`config.mk`:
```
export PLATFORM = sky130hd
export DESIGN_NAME = qdp_isqrt
export DESIGN_NICKNAME = d
export VERILOG_FILES = /design/src/hdl/qdp_pkg.sv /design/src/hdl/qdp_pipe_ctrl.sv /design/src/hdl/qdp_isqrt.sv
export SDC_FILE = /design/constraint.sdc
export NUM_CORES = 2
export LEC_CHECK = 0
export ABC_AREA = 1
export ABC_CLOCK_PERIOD_IN_PS = 26100
export BUFFER_PORTS_ARGS = -buffer_cell sky130_fd_sc_hd__buf_4
export CAP_MARGIN = 20
export CORE_ASPECT_RATIO = 0.5
export CORE_MARGIN = 2
export CORE_UTILIZATION = 60
export DETAILED_ROUTE_END_ITERATION = 12
export PLACE_DENSITY_LB_ADDON = 0.15
export SYNTH_ARGS = -nofsm -noshare
export SYNTH_HDL_FRONTEND = slang
export SYNTH_SLANG_ARGS = --single-unit
```
`constraint.sdc`:
```
create_clock -name clk -period 26.1 [get_ports clk]
set_input_delay 2.61 -clock clk [delete_from_list [all_inputs] [get_ports clk]]
set_output_delay 2.61 -clock clk [all_outputs]
set_load 0.005 [all_outputs]
```
`src/hdl/qdp_pkg.sv`:
```
// qdp_pkg: shared types and constants for the quad distance panner.
// No dependencies; every qdp_* module but qdp_pipe_ctrl imports it.
`default_nettype none

package qdp_pkg;

    localparam int unsigned LANES                = 4;
    localparam int unsigned TABLE_POINTS_DEFAULT = 256;

    localparam int unsigned CORNER_FL = 0;
    localparam int unsigned CORNER_FR = 1;
    localparam int unsigned CORNER_BL = 2;
    localparam int unsigned CORNER_BR = 3;

    localparam logic [16:0] ONE_Q16 = 17'h10000;

    typedef logic [16:0] q16_t;
    typedef logic [32:0] half_sq_t;
    typedef q16_t     [LANES-1:0] q16_vec_t;
    typedef half_sq_t [LANES-1:0] half_sq_vec_t;

endpackage

`default_nettype wire

```
`src/hdl/qdp_pipe_ctrl.sv`:
```
// qdp_pipe_ctrl: valid bits and per-stage load enables of a stallable pipeline.
// A stage loads when it is empty or its successor loads. Uses no package.
`default_nettype none

module qdp_pipe_ctrl #(
    parameter int unsigned STAGES = 3
) (
    input  logic              clk,
    input  logic              rst_n,
    input  logic              in_valid,
    output logic              in_ready,
    input  logic              out_ready,
    output logic [STAGES-1:0] load,
    output logic [STAGES-1:0] valid
);

    logic [STAGES-1:0] v_reg;
    logic [STAGES-1:0] v_next;
    logic [STAGES-1:0] v_in;
    logic [STAGES:0]   en;

    assign en[STAGES] = out_ready;

    for (genvar k = 0; k < STAGES; k++) begin : g_en
        assign en[k] = !v_reg[k] || en[k+1];
    end

    assign v_in     = {v_reg[STAGES-2:0], in_valid};
    assign load     = en[STAGES-1:0];
    assign v_next   = (load & v_in) | (~load & v_reg);
    assign valid    = v_reg;
    assign in_ready = en[0];

    always_ff @(posedge clk or negedge rst_n)
    begin
        if (!rst_n)
        begin
            v_reg <= '0;
        end
        else
        begin
            v_reg <= v_next;
        end
    end

endmodule

`default_nettype wire

```
`src/hdl/qdp_isqrt.sv`:
```
// qdp_isqrt: four-lane pipelined digit-by-digit integer square root.
// Depends on qdp_pkg and qdp_pipe_ctrl.
`default_nettype none

module qdp_isqrt (
    input  logic                  clk,
    input  logic                  rst_n,
    input  logic                  in_valid,
    output logic                  in_ready,
    input  qdp_pkg::half_sq_vec_t half_sq,
    output logic                  out_valid,
    input  logic                  out_ready,
    output qdp_pkg::q16_vec_t     dnorm
);
    import qdp_pkg::*;

    localparam int unsigned ITERS = 17;
    localparam int unsigned STEPS = 3;
    localparam int unsigned NST   = (ITERS + STEPS - 1) / STEPS;

    typedef struct packed {
        logic [33:0] rad;
        logic [19:0] rem;
        q16_t        root;
    } sq_lane_t;
    typedef sq_lane_t [LANES-1:0] sq_vec_t;

    logic [NST-1:0] load;
    logic [NST-1:0] valid;

    sq_vec_t st_reg  [NST];
    sq_vec_t st_next [NST];
    sq_vec_t seed;

    function automatic sq_lane_t sqrt_step(input sq_lane_t a);
        sq_lane_t    r;
        logic [19:0] trial;
        logic [19:0] tst;
        r     = a;
        trial = {a.rem[17:0], a.rad[33:32]};
        tst   = {1'b0, a.root, 2'b01};
        r.rad = {a.rad[31:0], 2'b00};
        if (trial >= tst)
        begin
            r.rem  = trial - tst;
            r.root = {a.root[15:0], 1'b1};
        end
        else
        begin
            r.rem  = trial;
            r.root = {a.root[15:0], 1'b0};
        end
        return r;
    endfunction

    function automatic sq_vec_t sqrt_stage(input sq_vec_t a, input int unsigned first);
        sq_vec_t r;
        r = a;
        for (int unsigned j = 0; j < STEPS; j++)
        begin
            if (first + j < ITERS)
            begin
                for (int l = 0; l < LANES; l++)
                begin
                    r[l] = sqrt_step(r[l]);
                end
            end
        end
        return r;
    endfunction

    qdp_pipe_ctrl #(.STAGES(NST)) u_ctrl (
        .clk      (clk),
        .rst_n    (rst_n),
        .in_valid (in_valid),
        .in_ready (in_ready),
        .out_ready(out_ready),
        .load     (load),
        .valid    (valid)
    );

    always_comb
    begin
        for (int l = 0; l < LANES; l++)
        begin
            seed[l].rad  = {1'b0, half_sq[l]};
            seed[l].rem  = '0;
            seed[l].root = '0;
        end
        st_next[0] = sqrt_stage(seed, 0);
        for (int unsigned k = 1; k < NST; k++)
        begin
            st_next[k] = sqrt_stage(st_reg[k-1], k * STEPS);
        end
    end

    always_ff @(posedge clk)
    begin
        for (int unsigned k = 0; k < NST; k++)
        begin
            if (load[k])
            begin
                st_reg[k] <= st_next[k];
            end
        end
    end

    always_comb
    begin
        for (int l = 0; l < LANES; l++)
        begin
            dnorm[l] = st_reg[NST-1][l].root;
        end
    end

    assign out_valid = valid[NST-1];

`ifndef NO_ASSERTIONS
    a_root_range: assert property (@(posedge clk) disable iff (!rst_n)
        out_valid |-> (dnorm[0] <= ONE_Q16) && (dnorm[1] <= ONE_Q16) &&
                      (dnorm[2] <= ONE_Q16) && (dnorm[3] <= ONE_Q16))
        else $error("square root above unit distance");
`endif

endmodule

`default_nettype wire

```
# Word-level counts from Yosys, hierarchy flattened
# Memories as Yosys holds them, arrays and structs flattened.
# Index checks and enable logic that the tools add are counted.
[op_classes] eq_ne=0 reduce_logical=12 shift=0 n_lt_le_gt_ge=68 bitwise=4 add_sub_neg=68 multipliers=0 div=0 n_mux=80
[ops] cell="35-bit two-way mux" n=44
[ops] cell="20-bit by 19-bit greater-or-equal comparator with 1-bit output" n=64
[ops] cell="37-bit two-way mux" n=24
[ops] cell="18-bit subtractor" n=40
[ops] cell="20-bit by 19-bit subtractor with 20-bit output" n=24
[ops] cell="6-bit AND" n=2
[ops] cell="1-bit two-way mux" n=12
[ops] cell="1-bit by 1-bit subtractor with 2-bit output (second input constant)" n=4
[ops] cell="1-bit logical NOT" n=6
[ops] cell="1-bit logical OR" n=6
[ops] cell="6-bit inverter" n=1
[ops] cell="6-bit OR" n=1
[ops] cell="1-bit greater-or-equal comparator (second input constant)" n=4
[totals] output_inout_bits=70 latch_bits=0 romBits=0 n_memories=1 word_cells=234 register_bits=6 input_bits=136 mem_bits_rw=1608
[mem_list] memory="st_reg" words=6 word_bits=268 rd=6 rd_clocked_by_memory_dff=0 write_ports=6 line_no="qdp_isqrt.sv:31" source="sq_vec_t st_reg [NST];"

# Longest topological paths before layout
[depth] depth_word=10 ltp_mapped=42 mapped_depth_nobuf=38

# Modules after synthesis
# From an unflattened synthesis, not the netlist that was laid out.
[unflattened] cells_unflattened=11360 hier_area_um2=82241.4
[modules_own_cells] mod="qdp_isqrt" seq_area_each_um2=27866.7 cells_each=11334 area_per_inst_um2=81948.6 n_inst=1
[modules_own_cells] mod="qdp_pipe_ctrl" seq_area_each_um2=150.1 cells_each=26 area_per_inst_um2=292.8 n_inst=1

# Least setup slack after synthesis
# No wires, ideal clock.
[synth_timing] path_type="input to output" startpoint="input out_ready" endpoint="output in_ready" t_required_ns=23.490 path_stages=10 n_path_buf=0 t_arrival_ns=18.377 setup_slack_ns=5.113 cell_sequence="nor2_1 > inv_1 > nor2_1 > inv_1 > nor2_1 > inv_1 > nor2_1 > inv_1 > nor2_1 > nand2_1"
[synth_via] elab_chain_cells=6
[synth_rtl] element="from (decl)" line_no="qdp_isqrt.sv:12" source="input logic out_ready,"
[synth_rtl] element="1-bit logical OR" line_no="qdp_pipe_ctrl.sv:25" source="assign en[k] = !v_reg[k] || en[k+1];"
[synth_rtl] element="net load[5]" line_no="qdp_isqrt.sv:28" source="logic [NST-1:0] load;"
[synth_rtl] element="1-bit logical OR" line_no="qdp_pipe_ctrl.sv:25"
[synth_rtl] element="net load[4]" line_no="qdp_isqrt.sv:28"
[synth_rtl] element="1-bit logical OR" line_no="qdp_pipe_ctrl.sv:25"
[synth_rtl] element="net load[3]" line_no="qdp_isqrt.sv:28"
[synth_rtl] element="1-bit logical OR" line_no="qdp_pipe_ctrl.sv:25"
[synth_rtl] element="net load[2]" line_no="qdp_isqrt.sv:28"
[synth_rtl] element="1-bit logical OR (2 in series)" line_no="qdp_pipe_ctrl.sv:25"
[synth_rtl] element="to (decl)" line_no="qdp_isqrt.sv:9" source="output logic in_ready,"
# The timed path passes the listed nets, and every way through them passes these cells.

# Worst setup path after layout
# Ends and elaborated chain as after synthesis.

==> results list <==
* Post-synthesis to final-layout area growth: 7.58%
- Area of the core: 0.134 mm^2
- Power spread over the standard cell area amounts to ~110 mW/mm^2.
- Number of antenna violations at the first check in global routing: 11
- Setup slack on the critical path of the routed design comes to 17.51 ns.
- Post-layout minimum cycle time: 8.59 ns
* Total number of yosys warnings: 0
* Maximum frequency from static timing analysis: 116 MHz
- Dividing the synthesized area by the synthesized cell count gives 7.24 um^2.
- Gates resized during post-CTS repair numbered 0.
- CTS Buf Count: 90
* R2R cell count: 29
- Of the synthesized area, sequential elements account for 34.5%.
- For hold timing, the worst endpoint is st_reg[1][256].
* Number of top-level pins: 206
- The analysis attributes to cell leakage a power of 42.4 nW.
* Number of port buffers: 205
- # rows: 95
- Final layout net count: 12,197
- After synthesis, the share of cell area in mux cells is 0%.
- Post-Synthesis Net Count: approximately 12,000
* Vias in the first global route: 68,214
* Area of the die: 0.138 mm^2
* Post-placement setup slack: 17.37 ns
- Routed len/inst: 16.7 um
- Setup slack, reg-to-reg: 18.47 ns
- After detailed routing, the total wire length is 222,000 um.
- Launching element type of the critical path: input pin
* Cells on Worst Hold Path: 0
* Final slew viol count: 0
- The tree is rooted in a sky130_fd_sc_hd__clkbuf_16.
- On the final layout, the worst clock skew is 0.0443 ns.
- Req. time, crit path: 23.49 ns
* Final sum of negative setup slack: 0 ns
- After layout, the worst path uses 32.9% of the clock period.
- Hold-fix buffers at CTS: 0
- STA puts the critical path data arrival time at 5.98 ns.
* Number of flip-flops under the largest register name: 928
- Across every metal layer, demand over resource in global routing totals between 30% and 40%.
* Top post-synthesis cells by area: sky130_fd_sc_hd__edfxtp_1, sky130_fd_sc_hd__nand2_1, sky130_fd_sc_hd__ha_1, sky130_fd_sc_hd__inv_1, sky130_fd_sc_hd__nand3_1
* Clock net sink count: 934
- The synthesized design spends more area on one cell type than any other, namely sky130_fd_sc_hd__edfxtp_1.
* Largest family of logic cells by synthesized area: simple AND/OR/NAND/NOR gates
* Reg-to-Reg Start: st_reg[3][135]
- In this run the worst path has a maximum fanout of between 90 and 100.
- CP startpoint: out_ready
- Die extent in x: around 520 um
* Clock tree buffer depth: 3
* Placer congestion estimate: between 1 and 1.5
- The synthesized netlist devotes 31.2% of its cell area to simple gates.
* Number of fill cells: 12,049
- Setup violations remaining at the end of the flow were counted as 0.
- Max-cap violations in this run came to 0.
- The cell area that synthesis handed to floorplanning was slightly above 0.08 mm^2.
* Top FF cell, synth: sky130_fd_sc_hd__edfxtp_1
* Start point of the worst min-delay path: st_reg[0][250]
- The synthesized design contains 928 enable-type register cells.
- Number of optimization iterations in the first detailed-route pass: 8
- TritonCTS built the clock tree.
- Result of the run: completed
- The post-route netlist has 6.36% of its cells at a drive strength greater than 1.
* Clock input transition at the sequential cells of the worst setup and hold paths: roughly 0.060 ns
- The H-tree was split into 3 levels.
- Initial Utilization: 60.5%
- DR vias: about 74,000
- Xor/xnor cell area share of the yosys netlist: 4.89%
* Worst-Skew Late Latency: 0.73 ns
* Reg2reg end: st_reg[4][160]
- Summing the areas of all fa, ha and maj instances in the mapped netlist gives 10.2% of the synthesized area.
* Count of different cell masters after synthesis: 69
* RSZ-0062 raised after global routing: false
- Post-CTS timing repair inserted 0 buffers for setup.
- Async set or reset register ratio after synthesis: less than 1%
* Via-per-instance ratio: ~5.6
- Syn Inst Count: 11,210
- Maximum VDD drop: 0.0659 mV
- Headroom to the max-slew limit came out at between 30% and 40%.
- STA classifies the critical path endpoint as a primary output.
- Top cell type's share of synthesized area: 34.3%
* Detail Placement HPWL: 180,000 um
- At the pin with the least slew margin, the transition time is 0.988 ns.
- The worst setup path is of the input pin to primary output kind.
- Hold violation count in the final report: 0
* Chip Height: around 260 um
- Entering global routing, the biggest net connects 95 pins.
- In this run the worst hold path is classified as flop to flop.
- Synth Area in Compound Gates: 11.0%
- Synthesis inferred approximately 930 register bits.
- Wire length of the first global-routing pass: approximately 350,000 um
* Final antenna-violating net count: 0
* Initial detailed-routing violation count: 6,158
- Residual overflow from global routing: 0
- Total DRC errors in the routed layout: 0
-- how the worst max path moves through the flow --
stage | end | depth (start not counted)
after floorplan | in_ready | 10
after global placement | in_ready | 12
after detailed placement | in_ready | 12
after CTS | in_ready | 12
after global routing | in_ready | 12
final | in_ready | 12
-- area by class of cell --
cell class              count  area [um^2]  area share (%)
clock buffers              99         2300            2.63
clock inverters            68          752           0.861
multi-input cells        8596        46500            53.2
repair buffers            218         1640            1.87
diodes                      2         5.00         0.00573
inverters                1557         5870            6.73
flip-flops and latches    934        28000            32.1
well taps                1794         2240            2.57
-- routing by layer --
layer	up-vias	global-route usage, %	part of all wire, %	wire [um]
li1	37639	-	-	-
met1	33686	44.3	46	101000
met2	2229	50.2	44	97600
met3	382	4.32	7.3	16200
met4	4	9.83	3.2	7110
met5	-	0	0.012	27
-- per-stage QoR --
step                      hold slack, ns  std cells  cell area, um^2  util [%]  power, mW
final                              0.402      13268            87300      65.1       9.83
after global routing               0.413      13267            87300      65.1       10.7
after CTS                          0.400      13266            87300      65.0       9.75
after detailed placement           0.405      13099            84200      62.8       8.35
after global placement             0.400      13099            84200      62.8       8.26
after floorplan                    0.400      11210            81200         -       6.95
-- synth_stat cells (39+ instances only) --
cell type,count
sky130_fd_sc_hd__a21oi_1,640
sky130_fd_sc_hd__xnor2_1,169
sky130_fd_sc_hd__o21a_1,43
sky130_fd_sc_hd__nor2_2,57
sky130_fd_sc_hd__inv_2,47
sky130_fd_sc_hd__or2_2,39
sky130_fd_sc_hd__nand2_2,65
sky130_fd_sc_hd__xor2_1,284
sky130_fd_sc_hd__clkbuf_1,40
sky130_fd_sc_hd__nand3_1,820
sky130_fd_sc_hd__nand3b_1,81
sky130_fd_sc_hd__nor3_1,121
sky130_fd_sc_hd__edfxtp_1,928
sky130_fd_sc_hd__nand3_2,44
sky130_fd_sc_hd__a21o_1,41
sky130_fd_sc_hd__nor2_1,981
sky130_fd_sc_hd__ha_1,664
sky130_fd_sc_hd__o21ai_0,641
sky130_fd_sc_hd__nand4_1,201
sky130_fd_sc_hd__inv_1,1502
sky130_fd_sc_hd__nand2_1,3344
-- logic make-up after synthesis --
kind of cell             count (synthesis)
AO/OA/AOI/OAI                         1611
buffers and inverters                 1680
adder cells (fa/ha/maj)                664
XOR/XNOR                               453
AND/OR/NAND/NOR                       5868
flip-flops                             934
-- worst max-delay path, stage by stage --
cell	delay [ns]
sky130_fd_sc_hd__buf_4	0.11
sky130_fd_sc_hd__nor2_1	0.14
sky130_fd_sc_hd__clkinv_2	0.31
sky130_fd_sc_hd__nor2_1	0.33
sky130_fd_sc_hd__inv_6	0.32
sky130_fd_sc_hd__nor2_1	0.37
sky130_fd_sc_hd__inv_6	0.21
sky130_fd_sc_hd__nor2_1	0.35
sky130_fd_sc_hd__inv_8	0.23
sky130_fd_sc_hd__nor2_1	0.50
sky130_fd_sc_hd__nand2_4	0.19
sky130_fd_sc_hd__buf_4	0.23
-- placed cells by master, fill, tap and decap left out, types with 43 or more instances in the layout --
| master | instances |
|---|---|
| sky130_fd_sc_hd__xor2_1 | 284 |
| sky130_fd_sc_hd__nand3_1 | 820 |
| sky130_fd_sc_hd__nand3_2 | 44 |
| sky130_fd_sc_hd__nand2_1 | 3343 |
| sky130_fd_sc_hd__nor2_2 | 57 |
| sky130_fd_sc_hd__buf_4 | 218 |
| sky130_fd_sc_hd__inv_1 | 1497 |
| sky130_fd_sc_hd__nand3b_1 | 81 |
| sky130_fd_sc_hd__nand4_1 | 201 |
| sky130_fd_sc_hd__o21a_1 | 43 |
| sky130_fd_sc_hd__o21ai_0 | 641 |
| sky130_fd_sc_hd__inv_2 | 47 |
| sky130_fd_sc_hd__nor3_1 | 121 |
| sky130_fd_sc_hd__edfxtp_1 | 928 |
| sky130_fd_sc_hd__clkbuf_16 | 90 |
| sky130_fd_sc_hd__a21oi_1 | 640 |
| sky130_fd_sc_hd__nor2_1 | 981 |
| sky130_fd_sc_hd__xnor2_1 | 169 |
| sky130_fd_sc_hd__ha_1 | 664 |
| sky130_fd_sc_hd__nand2_2 | 65 |
-- power by group --
part / leakage (nW) / internal [mW] / switching [mW]
clock: 1.46 / 0.740 / 0.630
sequential: 9.03 / 2.24 / 0.306
combinational: 31.9 / 1.95 / 3.97
Power figures use the tool's default switching activity.
